$ cat src/rtl/core/cursor_list_engine_assert.svh
// ---------------------------------------------------------------------------
// Assertion macros for the cursor list engine
// Shared property forms used by the concurrent checks of the design.
// ---------------------------------------------------------------------------
`ifndef CURSOR_LIST_ENGINE_ASSERT_SVH
`define CURSOR_LIST_ENGINE_ASSERT_SVH

// Same-cycle implication, disabled while reset is asserted.
`define CLE_ASSERT_NOW(label, clk, rst_n, ante, cons) \
	label: assert property (@(posedge clk) disable iff (!rst_n) (ante) |-> (cons)) \
		else $error("cursor list engine check failed");

// Next-cycle implication, disabled while reset is asserted.
`define CLE_ASSERT_NEXT(label, clk, rst_n, ante, cons) \
	label: assert property (@(posedge clk) disable iff (!rst_n) (ante) |=> (cons)) \
		else $error("cursor list engine check failed");

`endif

$ cat src/rtl/core/cle_pkg.sv
// ---------------------------------------------------------------------------
// cle_pkg
// Types, codes and defaults shared by the cursor list engine modules.
// ---------------------------------------------------------------------------
`default_nettype none

package cle_pkg;

	localparam int CLE_DEPTH     = 32;
	localparam int CLE_WORD_BITS = 32;

	typedef enum logic [2:0] {
		OP_START          = 3'd0,
		OP_END            = 3'd1,
		OP_ADVANCE        = 3'd2,
		OP_INSERT         = 3'd3,
		OP_ATTACH         = 3'd4,
		OP_INSERT_FRONT   = 3'd5,
		OP_REMOVE_CURRENT = 3'd6,
		OP_REMOVE_FRONT   = 3'd7
	} cle_op_t;

	typedef enum logic [1:0] {
		ST_OK      = 2'd0,
		ST_FULL    = 2'd1,
		ST_NO_ITEM = 2'd2
	} cle_status_t;

	typedef struct packed {
		logic [2:0]  op;
		logic [31:0] value;
	} cle_cmd_t;

	typedef struct packed {
		logic [31:0] current_value;
		logic        cursor_valid;
		logic [5:0]  count;
		logic [5:0]  cursor_pos;
		logic [1:0]  status;
	} cle_res_t;

	typedef struct packed {
		logic take_word;
		logic take_prev;
		logic take_next;
	} cle_cell_ctl_t;

endpackage

`default_nettype wire

$ cat src/rtl/core/cle_cell.sv
// ---------------------------------------------------------------------------
// cle_cell
// One list slot: holds a word, or takes the new word or a neighbor's word.
// ---------------------------------------------------------------------------
`default_nettype none

module cle_cell #(
	parameter int WORD_BITS = cle_pkg::CLE_WORD_BITS
) (
	input  wire                      clk,
	input  cle_pkg::cle_cell_ctl_t   ctl,
	input  wire  [WORD_BITS-1:0]     word,
	input  wire  [WORD_BITS-1:0]     prev_word,
	input  wire  [WORD_BITS-1:0]     next_word,
	output logic [WORD_BITS-1:0]     stored
);

	logic [WORD_BITS-1:0] data_q;

	always_ff @(posedge clk) begin
		if (ctl.take_word) begin
			data_q <= word;
		end else if (ctl.take_prev) begin
			data_q <= prev_word;
		end else if (ctl.take_next) begin
			data_q <= next_word;
		end
	end

	assign stored = data_q;

endmodule

`default_nettype wire

$ cat src/rtl/core/cle_ctrl.sv
// ---------------------------------------------------------------------------
// cle_ctrl
// Holds fill and cursor, decodes each operation and steers the cell row.
// ---------------------------------------------------------------------------
`default_nettype none

module cle_ctrl #(
	parameter int DEPTH = cle_pkg::CLE_DEPTH
) (
	input  wire                         clk,
	input  wire                         arst_n,
	input  wire                         fire,
	input  cle_pkg::cle_op_t            op,
	output logic [$clog2(DEPTH+1)-1:0]  fill,
	output logic [$clog2(DEPTH+1)-1:0]  cursor,
	output cle_pkg::cle_status_t        status_nx,
	output cle_pkg::cle_cell_ctl_t      cell_ctl [DEPTH]
);

	localparam int CW = $clog2(DEPTH + 1);

	logic [CW-1:0] fill_q;
	logic [CW-1:0] cursor_q;
	logic [CW-1:0] fill_nx;
	logic [CW-1:0] cursor_nx;
	logic [CW-1:0] pos;
	logic          open_gap;
	logic          close_gap;
	logic          cur_valid;
	logic          full;

	assign cur_valid = cursor_q < fill_q;
	assign full      = fill_q == CW'(DEPTH);

	always_comb begin
		fill_nx   = fill_q;
		cursor_nx = cursor_q;
		status_nx = cle_pkg::ST_OK;
		pos       = '0;
		open_gap  = 1'b0;
		close_gap = 1'b0;
		case (op)
			cle_pkg::OP_START: begin
				cursor_nx = '0;
			end
			cle_pkg::OP_END: begin
				if (fill_q != '0) begin
					cursor_nx = fill_q - 1'b1;
				end
			end
			cle_pkg::OP_ADVANCE: begin
				if (cur_valid) begin
					cursor_nx = cursor_q + 1'b1;
				end else begin
					status_nx = cle_pkg::ST_NO_ITEM;
				end
			end
			cle_pkg::OP_INSERT, cle_pkg::OP_ATTACH, cle_pkg::OP_INSERT_FRONT: begin
				if (full) begin
					status_nx = cle_pkg::ST_FULL;
				end else begin
					if (op == cle_pkg::OP_INSERT) begin
						pos = cur_valid ? cursor_q : '0;
					end else if (op == cle_pkg::OP_ATTACH) begin
						pos = cur_valid ? cursor_q + 1'b1 : fill_q;
					end else begin
						pos = '0;
					end
					open_gap  = 1'b1;
					fill_nx   = fill_q + 1'b1;
					cursor_nx = pos;
				end
			end
			cle_pkg::OP_REMOVE_CURRENT: begin
				if (cur_valid) begin
					pos       = cursor_q;
					close_gap = 1'b1;
					fill_nx   = fill_q - 1'b1;
				end else begin
					status_nx = cle_pkg::ST_NO_ITEM;
				end
			end
			cle_pkg::OP_REMOVE_FRONT: begin
				if (cur_valid) begin
					pos       = '0;
					close_gap = 1'b1;
					fill_nx   = fill_q - 1'b1;
					cursor_nx = '0;
				end else begin
					status_nx = cle_pkg::ST_NO_ITEM;
				end
			end
			default: begin
				status_nx = cle_pkg::ST_OK;
			end
		endcase
	end

	always_comb begin
		for (int i = 0; i < DEPTH; i++) begin
			cell_ctl[i].take_word = fire && open_gap && (CW'(i) == pos);
			cell_ctl[i].take_prev = fire && open_gap && (CW'(i) > pos);
			cell_ctl[i].take_next = fire && close_gap && (CW'(i) >= pos);
		end
	end

	always_ff @(posedge clk or negedge arst_n) begin
		if (!arst_n) begin
			fill_q   <= '0;
			cursor_q <= '0;
		end else if (fire) begin
			fill_q   <= fill_nx;
			cursor_q <= cursor_nx;
		end
	end

	assign fill   = fill_q;
	assign cursor = cursor_q;

endmodule

`default_nettype wire

$ cat src/rtl/core/cursor_list_engine.sv
// ---------------------------------------------------------------------------
// cursor_list_engine
// Bounded ordered list with a cursor, held in a row of shifting cells.
// ---------------------------------------------------------------------------
//  channel  direction  handshake              word
//  cmd      in         cmd_valid / cmd_ready  cle_cmd_t (op, value)
//  res      out        res_valid / res_ready  cle_res_t (one per command)
//
// One command per cycle is accepted.
// The cell row shifts around the insertion or removal point in the cycle
// a command is accepted, and the entry at the cursor is then read into
// the result register once it is free. A stalled result stops intake
// once the single result stage behind the cells is also occupied.
// Reset clears fill and cursor; list entries need no clearing.
// ---------------------------------------------------------------------------
`default_nettype none

module cursor_list_engine #(
	parameter int DEPTH     = cle_pkg::CLE_DEPTH,
	parameter int WORD_BITS = cle_pkg::CLE_WORD_BITS
) (
	input  wire               clk,
	input  wire               arst_n,
	input  wire               cmd_valid,
	output logic              cmd_ready,
	input  cle_pkg::cle_cmd_t cmd,
	output logic              res_valid,
	input  wire               res_ready,
	output cle_pkg::cle_res_t res
);

	localparam int CW = $clog2(DEPTH + 1);
	localparam int IW = $clog2(DEPTH);

	logic                   fire;
	logic                   out_free;
	logic [WORD_BITS-1:0]   word;
	logic [WORD_BITS-1:0]   cells [DEPTH];
	logic [CW-1:0]          fill;
	logic [CW-1:0]          cursor;
	logic                   cur_valid;
	cle_pkg::cle_status_t   status_nx;
	cle_pkg::cle_cell_ctl_t cell_ctl [DEPTH];

	logic                   busy_s1;
	cle_pkg::cle_status_t   status_s1;
	logic                   res_valid_q;
	cle_pkg::cle_res_t      res_q;
	cle_pkg::cle_res_t      res_nx;

	assign out_free  = !res_valid_q || res_ready;
	assign cmd_ready = !busy_s1 || out_free;
	assign fire      = cmd_valid && cmd_ready;
	assign word      = WORD_BITS'(cmd.value);

	cle_ctrl #(
		.DEPTH(DEPTH)
	) u_ctrl (
		.clk      (clk),
		.arst_n   (arst_n),
		.fire     (fire),
		.op       (cle_pkg::cle_op_t'(cmd.op)),
		.fill     (fill),
		.cursor   (cursor),
		.status_nx(status_nx),
		.cell_ctl (cell_ctl)
	);

	for (genvar g = 0; g < DEPTH; g++) begin : g_cell
		logic [WORD_BITS-1:0] prev_word;
		logic [WORD_BITS-1:0] next_word;

		if (g == 0) begin : g_first
			assign prev_word = word;
		end else begin : g_mid_prev
			assign prev_word = cells[g-1];
		end

		if (g == DEPTH - 1) begin : g_last
			assign next_word = cells[g];
		end else begin : g_mid_next
			assign next_word = cells[g+1];
		end

		cle_cell #(
			.WORD_BITS(WORD_BITS)
		) u_cell (
			.clk      (clk),
			.ctl      (cell_ctl[g]),
			.word     (word),
			.prev_word(prev_word),
			.next_word(next_word),
			.stored   (cells[g])
		);
	end

	assign cur_valid = cursor < fill;

	always_comb begin
		res_nx.current_value = cur_valid ? 32'(cells[cursor[IW-1:0]]) : '0;
		res_nx.cursor_valid  = cur_valid;
		res_nx.count         = 6'(fill);
		res_nx.cursor_pos    = 6'(cursor);
		res_nx.status        = status_s1;
	end

	always_ff @(posedge clk or negedge arst_n) begin
		if (!arst_n) begin
			busy_s1     <= 1'b0;
			res_valid_q <= 1'b0;
		end else begin
			if (fire) begin
				busy_s1 <= 1'b1;
			end else if (out_free) begin
				busy_s1 <= 1'b0;
			end
			if (out_free) begin
				res_valid_q <= busy_s1;
			end
		end
	end

	always_ff @(posedge clk) begin
		if (fire) begin
			status_s1 <= status_nx;
		end
		if (busy_s1 && out_free) begin
			res_q <= res_nx;
		end
	end

	assign res_valid = res_valid_q;
	assign res       = res_q;

`include "cursor_list_engine_assert.svh"

	`CLE_ASSERT_NOW(a_cursor_in_range, clk, arst_n, 1'b1, (cursor <= fill) && (fill <= CW'(DEPTH)))
	`CLE_ASSERT_NOW(a_stall_blocks_intake, clk, arst_n, busy_s1 && res_valid_q && !res_ready, !cmd_ready)
	`CLE_ASSERT_NEXT(a_insert_grows, clk, arst_n, fire && status_nx == cle_pkg::ST_OK && (cmd.op == cle_pkg::OP_INSERT || cmd.op == cle_pkg::OP_ATTACH || cmd.op == cle_pkg::OP_INSERT_FRONT), fill == CW'($past(fill) + 1'b1))
	`CLE_ASSERT_NEXT(a_error_holds, clk, arst_n, fire && status_nx != cle_pkg::ST_OK, $stable(fill) && $stable(cursor))

endmodule

`default_nettype wire
$ cat config.mk
export PLATFORM = sky130hd
export DESIGN_NAME = cursor_list_engine
export DESIGN_NICKNAME = d
export VERILOG_FILES = /design/src/rtl/core/cle_pkg.sv /design/src/rtl/core/cle_cell.sv /design/src/rtl/core/cle_ctrl.sv /design/src/rtl/core/cursor_list_engine.sv
export VERILOG_INCLUDE_DIRS = /design/src /design/src/rtl/core
export SDC_FILE = /design/constraint.sdc
export NUM_CORES = 2
export LEC_CHECK = 0
export BUFFER_PORTS_ARGS = -buffer_cell sky130_fd_sc_hd__buf_2
export CORE_ASPECT_RATIO = 0.7
export CORE_MARGIN = 2
export CORE_UTILIZATION = 55
export DETAILED_ROUTE_END_ITERATION = 16
export PLACE_DENSITY_LB_ADDON = 0.12
export SYNTH_ARGS = -nofsm -noshare
export SYNTH_HDL_FRONTEND = slang
export SYNTH_HIERARCHICAL = 1
export SYNTH_SLANG_ARGS = --single-unit
$ cat constraint.sdc
create_clock -name clk -period 5.05 [get_ports clk]
set_input_delay 0.2525 -clock clk [delete_from_list [all_inputs] [get_ports clk]]
set_output_delay 0.2525 -clock clk [all_outputs]
set_load 0.05 [all_outputs]
==> After elaboration in Yosys (flattened, before gate mapping) <==
Index checks and enable logic that the tools add are counted.
{ "op_classes": {"add_sub_neg": 3, "n_lt_le_gt_ge": 65, "n_eq_ne": 44, "n_mux": 121, "bitwise_logic": 1, "n_reduce_logical": 146} }
{ "ops": {"columns": ["operator", "count"], "rows": [
  ["$mux 32", 97],
  ["$bmux 32 s5", 1],
  ["$logic_and 1x1->1", 99],
  ["$eq 5x6->1 const A", 16],
  ["$gt 5x6->1 const A", 16],
  ["$reduce_bool 3->1", 31],
  ["$ge 5x6->1 const A", 15],
  ["$mux 6", 11],
  ["$eq 4x6->1 const A", 8],
  ["$ge 4x6->1 const A", 8],
  ["$gt 4x6->1 const A", 8],
  ["$pmux 6 s5", 1],
  ["$eq 3x6->1 const A", 4],
  ["$ge 3x6->1 const A", 4],
  ["$gt 3x6->1 const A", 4],
  ["$pmux 6 s2", 2],
  ["$add 6x1->6 const B", 2],
  ["$eq 2x6->1 const A", 2],
  ["$eq 3x3->1 const B", 4],
  ["$ge 1x6->1 const A", 2],
  ["$ge 2x6->1 const A", 2],
  ["$gt 1x6->1 const A", 2],
  ["$gt 2x6->1 const A", 2],
  ["$mux 1", 7],
  ["23 further kinds", 32]
]} }
{ "totals": {"ff_bits": 1087, "out_inout_bits": 49, "word_cells": 422} }

==> Logic depth before layout (Yosys ltp) <==
{ "depth": {"word_depth": 11, "depth_mapped": 16, "ltp_nobuf": 11} }

==> Modules after synthesis <==
The synthesis kept the hierarchy.
{ "modules_own_cells": {"columns": ["module", "n_inst", "cells_per_inst", "area_per_inst_um2"], "rows": [
  ["cle_cell", 32, 140, 1672.9],
  ["cursor_list_engine", 1, 1135, 10362.4],
  ["cle_ctrl", 1, 347, 2356.0]
]} }

==> Worst setup path after synthesis <==
Ideal clock, no wire load.
{ "synth_timing": {"kind": "reg-to-reg", "startpoint": "reg u_ctrl.fill_q[5] (netlist: u_ctrl/fill[5])", "endpoint": "reg g_cell[17].u_cell.data_q[0], enable pin", "setup_time_ns": 0.390, "arrival_ns": 3.784, "required_ns": 4.660, "path_slack_ns": 0.877, "path_stages_with_launch": 15, "n_path_buf": 5, "path_cell_list": "dfrtp_1 > clkbuf_1 > inv_1 > ha_1 > o21ai_0 > o21bai_1 > a21o_1 > buf_2 > clkbuf_1 > a311o_1 > buf_2 > nor2_1 > a221oi_2 > buf_6 > or3_1"} }
{ "synth_lines": {"columns": ["item", "line", "source"], "rows": [
  ["start, declared", "cle_ctrl.sv:22", "logic [CW-1:0] fill_q;"],
  ["start signal, assigned", "cle_ctrl.sv:112", "fill_q <= fill_nx;"],
  ["end signal, assigned", "cle_cell.sv:22", "data_q <= word;"],
  ["end signal, assigned", "cle_cell.sv:24", "data_q <= prev_word;"],
  ["end signal, assigned", "cle_cell.sv:26", "data_q <= next_word;"],
  ["end, declared", "cle_cell.sv:18", "logic [WORD_BITS-1:0] data_q;"]
]} }

==> results.txt <==
----------------------------------------------------
[Status]
  Run status ... finished, final reports clean

[Logic synthesis]
  Synthesized area ... 66,200 um^2
  Fraction of registers with async set or reset after synthesis ... 0.0129
  Synthesized netlist cell count ... 5,962
  Mean area per synthesized cell ... 11.1 um^2
  Number of synthesized flops with an enable pin ... 1,073
  Part of the Yosys area used for sequential elements ... 0.492
  Top_reg_cell synth ... edfxtp_1
  Post-synth net total ... 6,015
  Post-synthesis register bit count ... 1,087
  Synth Warn # ... 6
  Synth cell types ... 72

[Setup path]
  Worst Setup End Kind ... register
  Startpoint types ... register
  Worst endpoint data arrival time ... 5070 ps
  Worst flop-to-flop path startpoint ... u_ctrl/fill[3]
  Capture instance of the worst register-to-register path ... g_cell[6].u_cell/stored[31]
  Required time at the worst-slack endpoint ... 5480 ps
  Setup Crit Path Kind ... reg2reg
  R2r setup slk ... 420 ps
  Worst r2r path cells ... 13
  Worst Path Max Fanout ... 64

[CTS]
  Clock transition at the register clock pins on the worst setup and hold paths after CTS ... 60 ps
  Clk Latency, worst-skew pair ... 740 ps
  Clock buffers created by TritonCTS ... 108
  Number of buffers inserted to repair setup after CTS ... 0
  Root buffer selected by CTS ... clkbuf_16
  CTS sink cnt ... 1,087
  Clock Path Buffers ... 3
  TritonCTS clock tree ... yes
  # H-tree levels ... 3

[Worst hold path]
  Classification of the worst-slack hold path ... in2reg
  Startpoint of the worst hold path ... cmd[32]
  Destination of the worst hold path ... u_ctrl/cursor[0]
  Cell depth of the worst hold path ... 4

[Timing]
  Setup ws final ... 416 ps
  Fin Setup TNS ... 0 ps
  Pins over their slew limit ... 0
  Portion of the clock cycle consumed by the worst path in the final layout ... 0.918
  Number of endpoints with negative hold slack in the final report ... 0
  Worst Max-Slew Pin Slew ... 1190 ps
  Min cycle time layout ... 4630 ps
  Headroom to the max-slew limit ... 0.206
  Final worst clock skew ... 27.1 ps
  Unrepaired setup endpoints after global routing ... no
  Max frequency ... 0.216 GHz
  Count of endpoints failing setup in the final report ... 0

[Routing]
  Drt total wl ... 197,000 um
  WL/cell ... 26.0 um
  1st-pass router iterations ... 6
  Average via count per standard cell ... 6.31
  Detailed Route Iter0 Violations ... 6,018
  Total DRC errors in the routed layout ... 0
  Routed vias ... 47.7k
  Final antenna-violating net count ... 0

[Placement]
  RD Place Congestion ... 0.913
  HPWL Detailed ... 136,000 um
  Placed cells ... 7,357
  Worst Setup Slack post-DPL ... 653 ps
  Total cell area at the placement stage ... 67,200 um^2
  Port buffer count ... 87

[Finish]
  Final cell utilization of the core ... 0.591
  Final design instance area without fill ... 70,700 um^2
  Total Nets Final ... 5,905
  Most used cells in the layout excluding fill and tap cells ... mux2i_1, edfxtp_1, nand2_1
  Most frequent standard cell in the layout excluding fill and tap cells ... mux2i_1
  Area growth, synth to finish ... 6.67%
  Final Instance Count excl. Fillers ... 7,563
  Count of fill cells added during filler insertion ... 9,896
  Proportion of layout cells with a drive suffix above 1 ... 0.0956

[Floorplan]
  Initial standard-cell utilization of the core ... 0.554
  Die area ... 123,000 um^2
  Overall die width ... 419 um
  # rows ... 106
  Area inside the core boundary ... 119,000 um^2
  Vertical die dimension ... 294 um
  Boundary pin count ... 88

[GRT]
  Largest net degree at the start of global routing ... 139
  Initial antenna violation count ... 0
  First-pass GRT wire length ... 296,000 um
  Total global routing track utilization ... 0.314
  Sum of overflow across all layers after global routing ... 0
  Vias in the first global route ... 46.9k

[Power]
  Pwr/cell area ... 423 nW/um^2
  Leak Pwr ... 21.1 nW
  Worst VDD drop ... 0.000358 V

[Flow run]
  Max Cap Viol ... 0

----------------------------------------------------
cell type report:
cell class	count	area (um^2)	area share
well taps	1620	2030	0.0287
flip-flops and latches	1087	32600	0.461
inverters	24	90.1	0.00127
clock inverters	58	394	0.00558
multi-input cells	4353	30000	0.425
diodes	1	2.50	0.0000354
clock buffers	142	3000	0.0424
repair buffers	278	2570	0.0364
registers in the layout, indices dropped and copies added (netlist names):
signal and cells:
u_ctrl/fill 6, u_ctrl/cursor 6, res 47, status_s1 2, res_valid 1, g_cell.u_cell/stored 1024
busy_s1 1
cell usage after synthesis, types with 24 or more instances:
cell type	n	share of area
a21oi_1	50	0.0038
a22oi_1	255	0.029
buf_12	96	0.029
buf_2	228	0.017
buf_4	42	0.0048
buf_6	36	0.0061
clkbuf_1	88	0.0050
edfxtp_1	1073	0.49
inv_1	24	0.0014
mux2i_1	1526	0.23
nand2_1	1060	0.060
nand3_1	142	0.011
nand4_1	35	0.0033
nor2_1	58	0.0033
o21ai_0	72	0.0054
o21ai_1	964	0.073
or3_1	35	0.0033
cell families (layout without fill, tap and decap cells):
logic type	Yosys count	in the layout	synth area share
other	1	2	0.0000566
AOI/OAI and AO/OA	1393	1393	0.118
and+or+nand+nor	1391	1391	0.0870
adders and majority gates	14	14	0.00264
muxes	1540	1540	0.234
buffers and inverters	522	502	0.0643
xor gates and xnor gates	14	14	0.00185
DFF	1087	1087	0.492
power breakdown:
part           switching, mW  internal [mW]
Sequential              1.10           12.0
Combinational           5.68           3.15
Clock                   3.62           4.40
metrics by stage:
| step | total power [mW] | hold WS (ps) |
|---|---|---|
| 4_1_cts | 29.9 | 13.8 |
| 6_report | 29.9 | 68.4 |
| 2_1_floorplan | 18.9 | -43.1 |
| 5_1_grt | 31.0 | 93.7 |
| 3_3_place_gp | 21.7 | 186 |
| 3_5_place_dp | 21.9 | 194 |
worst max path at each step:
stage | from | end | slack (ps) | cells past startpoint
2_1_floorplan | u_ctrl/fill[5] | g_cell[17].u_cell/stored[0] | 880 | 14
3_3_place_gp | u_ctrl/fill[3] | g_cell[6].u_cell/stored[31] | 730 | 13
3_5_place_dp | u_ctrl/fill[3] | g_cell[6].u_cell/stored[31] | 650 | 13
4_1_cts | u_ctrl/fill[3] | g_cell[6].u_cell/stored[31] | 660 | 13
5_1_grt | u_ctrl/fill[2] | g_cell[6].u_cell/stored[31] | 270 | 13
6_report | u_ctrl/fill[3] | g_cell[6].u_cell/stored[31] | 420 | 13
timing repair:
action,CTS,global route
hold buffers,5,0
hold endpoints to repair,16,0
gates resized for setup,0,0
critical path, cell delays in order (launching register included):
cell and delay [ps]:
dfrtp_1 520, inv_1 140, ha_1 330, a211oi_1 230, o21bai_1 140, a21oi_1 480
buf_4 300, nand4_1 90, o21ba_2 250, nand2b_1 140, buf_4 250, nor3_2 450
buf_4 770, o21ai_0 220
routing by layer:
layer  GRT usage  share of wire  up-vias
li1            -              -    22100
met1       0.453           0.44    23200
met2       0.488           0.45     2146
met3      0.0372          0.073      319
met4       0.111          0.036        0
met5           0              0        -
(Power assumes the default switching activity.)
